==> src/hdl/nine_patch_stretch_map_unit_macros.svh <==
// ----------------------------------------------------------------------------
// Nine-patch stretch map assertion macros
// Concurrent assertion shorthands shared by the nine-patch stretch map unit.
// ----------------------------------------------------------------------------
`ifndef NINE_PATCH_STRETCH_MAP_UNIT_MACROS_SVH
`define NINE_PATCH_STRETCH_MAP_UNIT_MACROS_SVH

// Implication checked on every clock edge outside reset.
`define NPS_ASSERT_IMP(label, clk, rst, ante, cons, msg) \
   label: assert property (@(posedge clk) disable iff (rst) (ante) |-> (cons)) \
      else $error(msg);

// Implication whose consequent is checked in the cycle after the antecedent.
`define NPS_ASSERT_NEXT(label, clk, rst, ante, cons, msg) \
   label: assert property (@(posedge clk) disable iff (rst) (ante) |=> (cons)) \
      else $error(msg);

`endif

==> src/hdl/nps_pkg.sv <==
// ----------------------------------------------------------------------------
// Nine-patch stretch map package
// Shared constants and types for the address map pipeline.
// ----------------------------------------------------------------------------
package nps_pkg;

   localparam int MAX_DIM    = 4096;
   localparam int DIM_W      = 13;
   localparam int COORD_W    = 12;
   localparam int CSR_ADDR_W = 3;
   // Divider cells: one quotient bit per cell.
   localparam int QUO_W      = 12;
   localparam int NUM_CELLS  = QUO_W;
   // Numerator (coord - a) * sc is below 2^12 * 2^13.
   localparam int NUM_W      = 25;

   localparam logic [DIM_W-1:0] MAX_DIM_V = DIM_W'(MAX_DIM);

   typedef enum logic [CSR_ADDR_W-1:0] {
      REG_SRC_WIDTH     = 3'd0,
      REG_SRC_HEIGHT    = 3'd1,
      REG_DST_WIDTH     = 3'd2,
      REG_DST_HEIGHT    = 3'd3,
      REG_LEFT_MARGIN   = 3'd4,
      REG_TOP_MARGIN    = 3'd5,
      REG_RIGHT_MARGIN  = 3'd6,
      REG_BOTTOM_MARGIN = 3'd7
   } reg_index_type;

   typedef enum logic [1:0] {
      STATUS_MAPPED = 2'd0,
      STATUS_OUTSIDE = 2'd1,
      STATUS_EMPTY = 2'd2,
      STATUS_MARGINS = 2'd3
   } status_type;

   typedef enum logic [1:0] {
      BAND_START  = 2'd0,
      BAND_CENTRE = 2'd1,
      BAND_END    = 2'd2
   } band_type;

   // One axis of work carried along the cell chain.
   typedef struct packed {
      logic [NUM_W-1:0]   rem;      // partial remainder
      logic [DIM_W-1:0]   dc;       // divisor (destination centre)
      logic [QUO_W-1:0]   quo;      // quotient bits so far
      logic [COORD_W-1:0] base;     // value added to the quotient
      logic               direct;   // result is base alone
   } axis_work_type;

   // Per-item side information carried along the chain.
   typedef struct packed {
      logic [3:0]  region;
      status_type  status;
   } item_info_type;

   function automatic logic [DIM_W-1:0] clamp_dim(input logic [DIM_W-1:0] v);
      return (v > MAX_DIM_V) ? MAX_DIM_V : v;
   endfunction

endpackage

==> src/hdl/nps_axis_prep.sv <==
// ----------------------------------------------------------------------------
// Nine-patch axis preparation
// Classifies one coordinate into a band and forms the division operands.
// ----------------------------------------------------------------------------
module nps_axis_prep (
   input  logic [nps_pkg::COORD_W-1:0] coord,
   input  logic [nps_pkg::DIM_W-1:0]   src_size,
   input  logic [nps_pkg::DIM_W-1:0]   dst_size,
   input  logic [nps_pkg::COORD_W-1:0] start_margin,
   input  logic [nps_pkg::COORD_W-1:0] end_margin,
   output nps_pkg::band_type           band,
   output logic                        empty,
   output nps_pkg::axis_work_type      work
);
   import nps_pkg::*;

   logic [DIM_W:0]     sum_m;
   logic [DIM_W-1:0]   sc;
   logic [DIM_W-1:0]   dc;
   logic [DIM_W-1:0]   end_start;
   logic [DIM_W-1:0]   off;
   logic [DIM_W-1:0]   end_val;

   // Centre extents; the caller has checked the margins fit.
   always_comb begin
      sum_m     = {2'b00, start_margin} + {2'b00, end_margin};
      sc        = src_size - sum_m[DIM_W-1:0];
      dc        = dst_size - sum_m[DIM_W-1:0];
      end_start = dst_size - {1'b0, end_margin};
      off       = {1'b0, coord} - {1'b0, start_margin};
      end_val   = (src_size - {1'b0, end_margin}) + ({1'b0, coord} - end_start);
   end

   // Band selection and the operands for the divider chain.
   always_comb begin
      work.dc = dc;
      work.quo = '0;
      work.rem = '0;
      empty = 1'b0;
      if ({1'b0, coord} < {1'b0, start_margin}) begin
         band = BAND_START;
         work.base = coord;
         work.direct = 1'b1;
      end else if ({1'b0, coord} < end_start) begin
         band = BAND_CENTRE;
         work.base = start_margin;
         work.direct = (sc == '0);
         empty = (sc == '0);
         work.rem = NUM_W'(off[COORD_W-1:0] * sc);
      end else begin
         band = BAND_END;
         work.base = end_val[COORD_W-1:0];
         work.direct = 1'b1;
      end
   end

endmodule

==> src/hdl/nps_div_cell.sv <==
// ----------------------------------------------------------------------------
// Nine-patch divider cell
// One restoring division step per cell for both axes, registered.
// ----------------------------------------------------------------------------
module nps_div_cell (
   input  logic                      clock,
   input  logic                      reset,
   input  logic [3:0]                bit_pos,
   input  logic                      stall,
   input  logic                      up_valid,
   input  nps_pkg::axis_work_type    up_x,
   input  nps_pkg::axis_work_type    up_y,
   input  nps_pkg::item_info_type    up_info,
   output logic                      dn_valid,
   output nps_pkg::axis_work_type    dn_x,
   output nps_pkg::axis_work_type    dn_y,
   output nps_pkg::item_info_type    dn_info
);
   import nps_pkg::*;

   logic          valid_ff;
   axis_work_type x_ff, y_ff, x_in, y_in;
   item_info_type info_ff;

   function automatic axis_work_type div_step(input axis_work_type w,
                                              input logic [3:0] pos);
      axis_work_type r;
      logic [NUM_W-1:0] trial;
      r = w;
      trial = NUM_W'({w.dc, QUO_W'(0)} >> (QUO_W - pos));
      if (w.dc != '0 && w.rem >= trial) begin
         r.rem = w.rem - trial;
         r.quo[pos] = 1'b1;
      end
      return r;
   endfunction

   // The shift amount is fixed per cell, so this is a compare and subtract.
   always_comb begin
      x_in = div_step(up_x, bit_pos);
      y_in = div_step(up_y, bit_pos);
   end

   always_ff @(posedge clock) begin
      if (reset) begin
         valid_ff <= 1'b0;
      end else if (!stall) begin
         valid_ff <= up_valid;
      end
   end

   always_ff @(posedge clock) begin
      if (!stall) begin
         x_ff    <= x_in;
         y_ff    <= y_in;
         info_ff <= up_info;
      end
   end

   assign dn_valid = valid_ff;
   assign dn_x     = x_ff;
   assign dn_y     = y_ff;
   assign dn_info  = info_ff;

endmodule

==> src/hdl/nine_patch_stretch_map_unit.sv <==
// ----------------------------------------------------------------------------
// Nine-patch stretch map unit
// Maps a destination pixel to the source pixel of a nine-patch stretch.
// ----------------------------------------------------------------------------
// Channel   Direction  Beat contents
// req       in         dest_x, dest_y
// rsp       out        source_x, source_y, region, status
// csr       in         csr_index, csr_data (register write)
//
// One beat is accepted per cycle while rsp is not stalled; each result passes
// through an input register, the chain of twelve divider cells, one quotient bit
// each, and an output register before it leaves.
// Reset clears all valid flags and restores the register defaults.
// A stall on rsp freezes the whole chain; req is ready whenever the chain
// can advance.
// ----------------------------------------------------------------------------
`include "nine_patch_stretch_map_unit_macros.svh"

module nine_patch_stretch_map_unit (
   input  logic                           clock,
   input  logic                           reset,
   input  logic                           req_valid,
   output logic                           req_ready,
   input  logic [nps_pkg::COORD_W-1:0]    req_dest_x,
   input  logic [nps_pkg::COORD_W-1:0]    req_dest_y,
   output logic                           rsp_valid,
   input  logic                           rsp_ready,
   output logic [nps_pkg::COORD_W-1:0]    rsp_source_x,
   output logic [nps_pkg::COORD_W-1:0]    rsp_source_y,
   output logic [3:0]                     rsp_region,
   output logic [1:0]                     rsp_status,
   input  logic                           csr_valid,
   output logic                           csr_ready,
   input  logic [nps_pkg::CSR_ADDR_W-1:0] csr_index,
   input  logic [nps_pkg::DIM_W-1:0]      csr_data
);
   import nps_pkg::*;

   logic [DIM_W-1:0]   src_w_ff, src_h_ff, dst_w_ff, dst_h_ff;
   logic [COORD_W-1:0] left_ff, top_ff, right_ff, bottom_ff;

   // Register writes.
   assign csr_ready = 1'b1;
   always_ff @(posedge clock) begin
      if (reset) begin
         src_w_ff <= DIM_W'(1);
         src_h_ff <= DIM_W'(1);
         dst_w_ff <= DIM_W'(1);
         dst_h_ff <= DIM_W'(1);
         left_ff <= '0;
         top_ff <= '0;
         right_ff <= '0;
         bottom_ff <= '0;
      end else if (csr_valid) begin
         case (reg_index_type'(csr_index))
            REG_SRC_WIDTH: src_w_ff <= csr_data;
            REG_SRC_HEIGHT: src_h_ff <= csr_data;
            REG_DST_WIDTH: dst_w_ff <= csr_data;
            REG_DST_HEIGHT: dst_h_ff <= csr_data;
            REG_LEFT_MARGIN: left_ff <= csr_data[COORD_W-1:0];
            REG_TOP_MARGIN: top_ff <= csr_data[COORD_W-1:0];
            REG_RIGHT_MARGIN: right_ff <= csr_data[COORD_W-1:0];
            REG_BOTTOM_MARGIN: bottom_ff <= csr_data[COORD_W-1:0];
            default: ;
         endcase
      end
   end

   // Chain advance control.
   logic stall;
   logic out_valid_ff;
   assign stall     = out_valid_ff && !rsp_ready;
   assign req_ready = !stall;

   // Size clamping and margin checks.
   logic [DIM_W-1:0] sw, sh, dw, dh;
   logic [DIM_W:0]   mh, mv;
   logic             margin_bad, outside;
   always_comb begin
      sw = clamp_dim(src_w_ff);
      sh = clamp_dim(src_h_ff);
      dw = clamp_dim(dst_w_ff);
      dh = clamp_dim(dst_h_ff);
      mh = {2'b00, left_ff} + {2'b00, right_ff};
      mv = {2'b00, top_ff} + {2'b00, bottom_ff};
      margin_bad = (mh > {1'b0, sw}) || (mh > {1'b0, dw})
                || (mv > {1'b0, sh}) || (mv > {1'b0, dh});
      outside = ({1'b0, req_dest_x} >= dw) || ({1'b0, req_dest_y} >= dh);
   end

   // Per-axis band classification.
   band_type      bx, by;
   logic          ex, ey;
   axis_work_type wx, wy;

   nps_axis_prep u_prep_x (
      .coord(req_dest_x), .src_size(sw), .dst_size(dw),
      .start_margin(left_ff), .end_margin(right_ff),
      .band(bx), .empty(ex), .work(wx)
   );

   nps_axis_prep u_prep_y (
      .coord(req_dest_y), .src_size(sh), .dst_size(dh),
      .start_margin(top_ff), .end_margin(bottom_ff),
      .band(by), .empty(ey), .work(wy)
   );

   // Item status and region at entry.
   item_info_type info_in;
   always_comb begin
      info_in.region = '0;
      if (margin_bad) begin
         info_in.status = STATUS_MARGINS;
      end else if (outside) begin
         info_in.status = STATUS_OUTSIDE;
      end else begin
         info_in.region = 4'({2'b00, by} * 4'd3 + {2'b00, bx});
         info_in.status = (ex || ey) ? STATUS_EMPTY : STATUS_MAPPED;
      end
   end

   // Input register ahead of the cell chain.
   logic          in_valid_ff;
   axis_work_type in_x_ff, in_y_ff;
   item_info_type in_info_ff;
   always_ff @(posedge clock) begin
      if (reset) begin
         in_valid_ff <= 1'b0;
      end else if (!stall) begin
         in_valid_ff <= req_valid;
      end
   end
   always_ff @(posedge clock) begin
      if (!stall) begin
         in_x_ff <= wx;
         in_y_ff <= wy;
         in_info_ff <= info_in;
      end
   end

   // Divider cell chain, most significant quotient bit first.
   logic          c_valid [0:NUM_CELLS];
   axis_work_type c_x [0:NUM_CELLS];
   axis_work_type c_y [0:NUM_CELLS];
   item_info_type c_info [0:NUM_CELLS];

   assign c_valid[0] = in_valid_ff;
   assign c_x[0]     = in_x_ff;
   assign c_y[0]     = in_y_ff;
   assign c_info[0]  = in_info_ff;

   for (genvar g = 0; g < NUM_CELLS; g++) begin : g_cell
      nps_div_cell u_cell (
         .clock(clock), .reset(reset),
         .bit_pos(4'(QUO_W - 1 - g)), .stall(stall),
         .up_valid(c_valid[g]), .up_x(c_x[g]), .up_y(c_y[g]), .up_info(c_info[g]),
         .dn_valid(c_valid[g+1]), .dn_x(c_x[g+1]), .dn_y(c_y[g+1]),
         .dn_info(c_info[g+1])
      );
   end

   // Result assembly and output register.
   logic [COORD_W-1:0] sx_in, sy_in;
   axis_work_type      last_x, last_y;
   item_info_type      last_info;
   logic [COORD_W-1:0] sx_ff, sy_ff;
   item_info_type      out_info_ff;

   always_comb begin
      last_x = c_x[NUM_CELLS];
      last_y = c_y[NUM_CELLS];
      last_info = c_info[NUM_CELLS];
      sx_in = last_x.direct ? last_x.base : last_x.base + last_x.quo;
      sy_in = last_y.direct ? last_y.base : last_y.base + last_y.quo;
      if (last_info.status != STATUS_MAPPED) begin
         sx_in = '0;
         sy_in = '0;
      end
   end

   always_ff @(posedge clock) begin
      if (reset) begin
         out_valid_ff <= 1'b0;
      end else if (!stall) begin
         out_valid_ff <= c_valid[NUM_CELLS];
      end
   end
   always_ff @(posedge clock) begin
      if (!stall) begin
         sx_ff <= sx_in;
         sy_ff <= sy_in;
         out_info_ff <= last_info;
      end
   end

   assign rsp_valid    = out_valid_ff;
   assign rsp_source_x = sx_ff;
   assign rsp_source_y = sy_ff;
   assign rsp_region   = out_info_ff.region;
   assign rsp_status   = out_info_ff.status;

   // A non-mapped status always carries a zero address.
   `NPS_ASSERT_IMP(a_zero_addr, clock, reset,
      rsp_valid && rsp_status != STATUS_MAPPED, rsp_source_x == '0 && rsp_source_y == '0,
      "nonzero address with error status")
   // Margin and outside errors report region zero.
   `NPS_ASSERT_IMP(a_region_zero, clock, reset,
      rsp_valid && (rsp_status == STATUS_MARGINS || rsp_status == STATUS_OUTSIDE),
      rsp_region == '0, "region set on error status")
   // Region never exceeds the bottom-right band.
   `NPS_ASSERT_IMP(a_region_range, clock, reset, rsp_valid, rsp_region <= 4'd8,
      "region out of range")
   // The chain must hold still while a result is refused.
   `NPS_ASSERT_NEXT(a_hold, clock, reset, stall, $stable(c_valid[NUM_CELLS]),
      "chain moved during stall")

endmodule
==> config.mk <==
export PLATFORM = sky130hd
export DESIGN_NAME = nine_patch_stretch_map_unit
export DESIGN_NICKNAME = d
export VERILOG_FILES = /design/src/hdl/nps_pkg.sv /design/src/hdl/nps_axis_prep.sv /design/src/hdl/nps_div_cell.sv /design/src/hdl/nine_patch_stretch_map_unit.sv
export VERILOG_INCLUDE_DIRS = /design/src /design/src/hdl
export SDC_FILE = /design/constraint.sdc
export NUM_CORES = 2
export LEC_CHECK = 0
export ABC_AREA = 0
export BUFFER_PORTS_ARGS = -buffer_cell sky130_fd_sc_hd__buf_4
export CAP_MARGIN = 20
export CORE_UTILIZATION = 55
export DETAILED_ROUTE_END_ITERATION = 8
export PLACE_DENSITY_LB_ADDON = 0.08
export SLEW_MARGIN = 40
export SYNTH_ARGS = -nofsm -noshare
export SYNTH_HDL_FRONTEND = slang
export SYNTH_HIERARCHICAL = 1
export SYNTH_SLANG_ARGS = --single-unit
==> constraint.sdc <==
create_clock -name clock -period 23.2 [get_ports clock]
set_clock_uncertainty 0.2 [all_clocks]
set_input_delay 4.64 -clock clock [delete_from_list [all_inputs] [get_ports clock]]
set_output_delay 4.64 -clock clock [all_outputs]
set_load 0.01 [all_outputs]
=== Yosys cells after proc, flatten, opt, wreduce, memory -nomap -nowiden ===
Index checks and enable logic that the tools add are counted.

* Register bits after elaboration: 1,760
* Latch bits: 0
* RAM bits: 0
* ROM bits: 0
* Output and inout bits: 33
* Word-level logic and storage cells: 405
* Memories kept: 0

* Add/sub/neg operators: 41
* $mul: 3
* Divide/modulo/power cells: 0
* Order comparisons: 38
* Equality and inequality tests: 7
* Shifts and indexed selects: 0
* Mux-type cells: 42
* Bitwise gates (word level): 2
* Reduce and logical (&&, ||, !) cells: 71

{| class="wikitable"
|+ Operators with widths
! kind !! number
|-
| two-way mux 25 bit || 22
|-
| nonzero test 13 bit || 24
|-
| two-way mux 13 bit || 8
|-
| subtractor 12 bit || 6
|-
| greater-than comparator 13 bit, second input constant || 4
|-
| subtractor 13 bit || 4
|-
| >= comparator 25 x 13 -> 1 bit || 2
|-
| >= comparator 25 x 14 -> 1 bit || 2
|-
| >= comparator 25 x 15 -> 1 bit || 2
|-
| >= comparator 25 x 16 -> 1 bit || 2
|-
| >= comparator 25 x 17 -> 1 bit || 2
|-
| >= comparator 25 x 18 -> 1 bit || 2
|-
| >= comparator 25 x 19 -> 1 bit || 2
|-
| >= comparator 25 x 20 -> 1 bit || 2
|-
| >= comparator 25 x 21 -> 1 bit || 2
|-
| >= comparator 25 x 22 -> 1 bit || 2
|-
| >= comparator 25 x 23 -> 1 bit || 2
|-
| >= comparator 25 x 24 -> 1 bit || 2
|-
| multiplier 12 x 13 -> 25 bit || 2
|-
| subtractor 25 x 14 -> 25 bit || 2
|-
| subtractor 25 x 15 -> 25 bit || 2
|-
| subtractor 25 x 16 -> 25 bit || 2
|-
| subtractor 25 x 17 -> 25 bit || 2
|-
| subtractor 25 x 18 -> 25 bit || 2
|-
| 31 further kinds || 100
|}

=== Longest topological paths before layout ===
* Word-level depth: 9
* Mapped depth: 35

=== Hierarchy ===
Netlist, hierarchy kept.

{| class="wikitable"
|+ Modules (own cells, without submodules)
! module !! instances !! cells an instance !! area an instance (um2)
|-
| nps_div_cell (g_cell[11].u_cell ...) || 8 || 881 || 9,160.0
|-
| nine_patch_stretch_map_unit || 1 || 1,280 || 12,962.4
|-
| nps_axis_prep (u_prep_y) || 1 || 1,210 || 9,544.2
|-
| nps_axis_prep (u_prep_x) || 1 || 1,188 || 9,459.1
|-
| nps_div_cell (g_cell[10].u_cell) || 1 || 861 || 9,032.4
|-
| nps_div_cell (g_cell[7].u_cell) || 1 || 886 || 9,032.4
|-
| nps_div_cell (g_cell[9].u_cell) || 1 || 855 || 9,028.7
|-
| nps_div_cell (g_cell[0].u_cell) || 1 || 817 || 8,937.3
|}

=== Worst setup path before layout ===
OpenSTA, ideal clock, no wires.

* Path kind: input to output
* From: in rsp_ready
* To: out req_ready
* Data arrival time: 8.789 ns
* Data required time: 18.360 ns
* Slack: 9.571 ns
* Stages: 2
* Path buffers: 0
* Path through: nor2b_1 > inv_1

* Word-level cells in the longest chain between the ends: 3

{| class="wikitable"
|+ Ends and longest elaborated chain
! item !! line !! source
|-
| start: declaration || nine_patch_stretch_map_unit.sv:27 || <nowiki>input logic rsp_ready,</nowiki>
|-
| logical NOT 1 bit || nine_patch_stretch_map_unit.sv:72 || <nowiki>assign stall = out_valid_ff && !rsp_ready;</nowiki>
|-
| logical AND 1 bit || nine_patch_stretch_map_unit.sv:72 ||
|-
| logical NOT 1 bit || n/a ||
|-
| end: declaration || nine_patch_stretch_map_unit.sv:23 || <nowiki>output logic req_ready,</nowiki>
|}

No other way between the ends.

=== Final worst setup path ===
* From: in req_dest_x[0] in the netlist's numbering
* To: reg in_x_ff (netlist bit c_x[817]), data pin

* Word-level cells in the longest chain between the ends: 3
* Elaborated cells on any way between the ends: 6
* Those cells by class: add/sub: 1; mul: 1; order compare: 2; bitwise: 1; reduce/logical: 1

{| class="wikitable"
|+ Ends and longest elaborated chain
! item !! line !! source
|-
| start: declaration || nine_patch_stretch_map_unit.sv:24 || <nowiki>input logic [nps_pkg::COORD_W-1:0] req_dest_x,</nowiki>
|-
| branches (longest 3 deep; another with multiplier 12 x 13 -> 25 bit) || n/a ||
|-
| end signal: assignment || nine_patch_stretch_map_unit.sv:135 || <nowiki>in_x_ff <= wx;</nowiki>
|-
| end: declaration || nine_patch_stretch_map_unit.sv:124 || <nowiki>axis_work_type in_x_ff, in_y_ff;</nowiki>
|}

Parallel ways; which one is timed is not known.
A chain may end at the register's enable or synchronous reset.

==> results.ini <==
[clock_network]
cts_setup_buffers = 0
cts.sinks = 1784
htreeDepth = 4
cts_buffers = 199
cts-root-buf = clkbuf_16
clkLatencyLatePin_ps = 910
clk_pin_slew_worst_paths_ps = 60
cts_hold_buf = 0
cts_tree = done
cts_resized = 0
cts_buffer_depth = 3

[die]
core-area_um2 = 247000
io_pins = 78
initial_core_util_pct = 55.5
dieArea_um2 = 251000
die_w_um = 501
die_h_um = 501
placementRows = 182

[sta]
setup_viol_count_final = 0
slew_viol_final = 0
period_needed_ps = 12970
fin_tns_setup_ps = 0
relSlewSlack_pct = 42.0
rsz0062_at_grt = no
fmax_mhz = 77.1
worst_slew_pin_slew_ps = 863
fin_crit_sh_pct = 55.9
hold_violations = 0

[route]
vias_per_cell = 6.28
wl_per_cell_um = 24.2
ant_nets = 0
drcViolationCount = 0
drt-pass1-iter-count = 9
vias = 107550
drt_iter0_markers = 11714
wirelength_mm = 414

[job]
maxCapViolations = 0

[finish]
syn_to_final_growth_pct = 7.32
multi_input_area_um2 = 79300
drive_gt1_share_pct = 9.08
final_common_cell = nand2_1
nFillCells = 20863
layout_common_cells = 1755 x nand2_1, 1670 x edfxtp_1, 1044 x ha_1
seq_area_um2 = 52400
layout.nets = 15023

[worst_setup_path]
crit_fanout = 9
required_ps = 23510
r2r_setup_slack_ps = 13430
critPathMaxStageDelay_ps = 700
r2r_cells = 30
crit_path_frequent_cell = fa_1
crit_type = in2reg
critPathCaptureType = flip-flop
cp.arrival_ps = 13280
r2r_end = c_x[817]
rr_startpoint = left_ff[0]
startpoint_type = input pin
cp_slowest_cell = o41ai_1

[pwr]
p_int_mw = 13.1
p_comb_share_pct = 60.3
p_sw_share_pct = 45.6
vdd_drop_max_mv = 0.226
power_frac_seq_pct = 25.9
total_power_mw = 24.1
pwr-share-clk_pct = 13.8
p_leak_nw = 59.8
p_switching_mw = 11.0
powerDensity_nw_per_um2 = 164

[placement]
place.gp.congestion = 1.02
hpwlAfterDp_mm = 324
portBuffers = 76

[logic_synthesis]
yosys_warnings = 6
syn-cell-area_um2 = 137000
synth_cells = 13760
avgSynthCellArea_um2 = 9.95

[global_routing]
grtUsageTotal_pct = 32.1
grt_pass1_vias = 102460
antenna_found_initial = 11
grt_start_max_net_pins = 115
grt-ovfl-total = 0
grt_pass1_wl_mm = 621

[run_status]
outcome = finished, final reports clean

[hold_path]
worstHoldEndpoint = g_cell[1].u_cell/dn_x[9]
hp-class = reg2reg
holdPathStages = 0
min_from = g_cell[0].u_cell/dn_x[9]

power by group through the flow:
stage          clock network, mW  logic [mW]  registers (mW)
2_1_floorplan                  0        11.0            5.63
3_3_place_gp                   0        14.0            6.27
3_5_place_dp                   0        14.1            6.28
4_1_cts                     3.40        14.2            6.23
5_1_grt                     3.52        15.9            6.31
6_report                    3.33        14.5            6.24
worst max-delay path: cells and delay by family:
family	cells	cell delay (ps)
AND/OR/NAND/NOR	6	930
AO/OA/AOI/OAI	10	2860
adder cells (fa/ha/maj)	8	3620
XOR/XNOR	2	870
buffers and inverters	5	370
per-stage QoR:
step           utilization (%)  cell area (µm²)  hold slack (ps)  cells  worst slack (ps)
3_3_place_gp              56.7           140000              200  16744              9800
3_5_place_dp              56.7           140000              205  16745              9570
2_1_floorplan                -           137000              200  13901              9570
4_1_cts                   59.6           147000              102  17116             10420
6_report                  59.6           147000              115  17123             10230
5_1_grt                   59.6           147000              111  17118              9780
worst max-delay path by stage:
stage / endpoint / depth (start not counted) / from
after floorplan: req_ready / 2 / rsp_ready
after global placement: c_x[817] / 31 / req_dest_x[0]
after detailed placement: c_x[817] / 31 / req_dest_x[0]
after CTS: c_x[817] / 31 / req_dest_x[0]
after global routing: c_x[817] / 31 / req_dest_x[0]
final: c_x[817] / 31 / req_dest_x[0]
registers in the layout, indices dropped and copies added, names as in the netlist:
| register | flops |
|---|---|
| src_h_ff | 13 |
| src_w_ff | 13 |
| rsp_source_y | 12 |
| g_cell.u_cell/dn_x | 718 |
| dst_h_ff | 13 |
| dst_w_ff | 13 |
| rsp_source_x | 12 |
| rsp_status | 2 |
| rsp_valid | 1 |
| in_valid_ff | 1 |
| top_ff | 12 |
| g_cell.u_cell/dn_info | 72 |
| left_ff | 12 |
| right_ff | 12 |
| rsp_region | 4 |
| c_y | 63 |
| c_x | 63 |
| g_cell.u_cell/dn_y | 718 |
| c_info | 6 |
| g_cell.u_cell/dn_valid | 12 |
| bottom_ff | 12 |
cell type report:
cell class              instances  share of cell area (%)
multi-input cells           10724                    53.9
flip-flops and latches       1784                    35.7
clock buffers                 235                    3.48
well taps                    3312                    2.82
inverters                     780                    2.02
clock inverters               136                    1.28
repair buffers                145                   0.776
diodes                          7                  0.0119
per-layer routing:
| metal | vias to the layer above | GRT usage, % | wire length (µm) |
|---|---|---|---|
| met5 | - | 0 | 31 |
| met4 | 6 | 11.9 | 16700 |
| met3 | 837 | 4.44 | 28800 |
| met2 | 4430 | 52.5 | 194000 |
| met1 | 52338 | 43.4 | 175000 |
| li1 | 49939 | - | - |
Note: power is estimated with default switching activity, not from simulation.
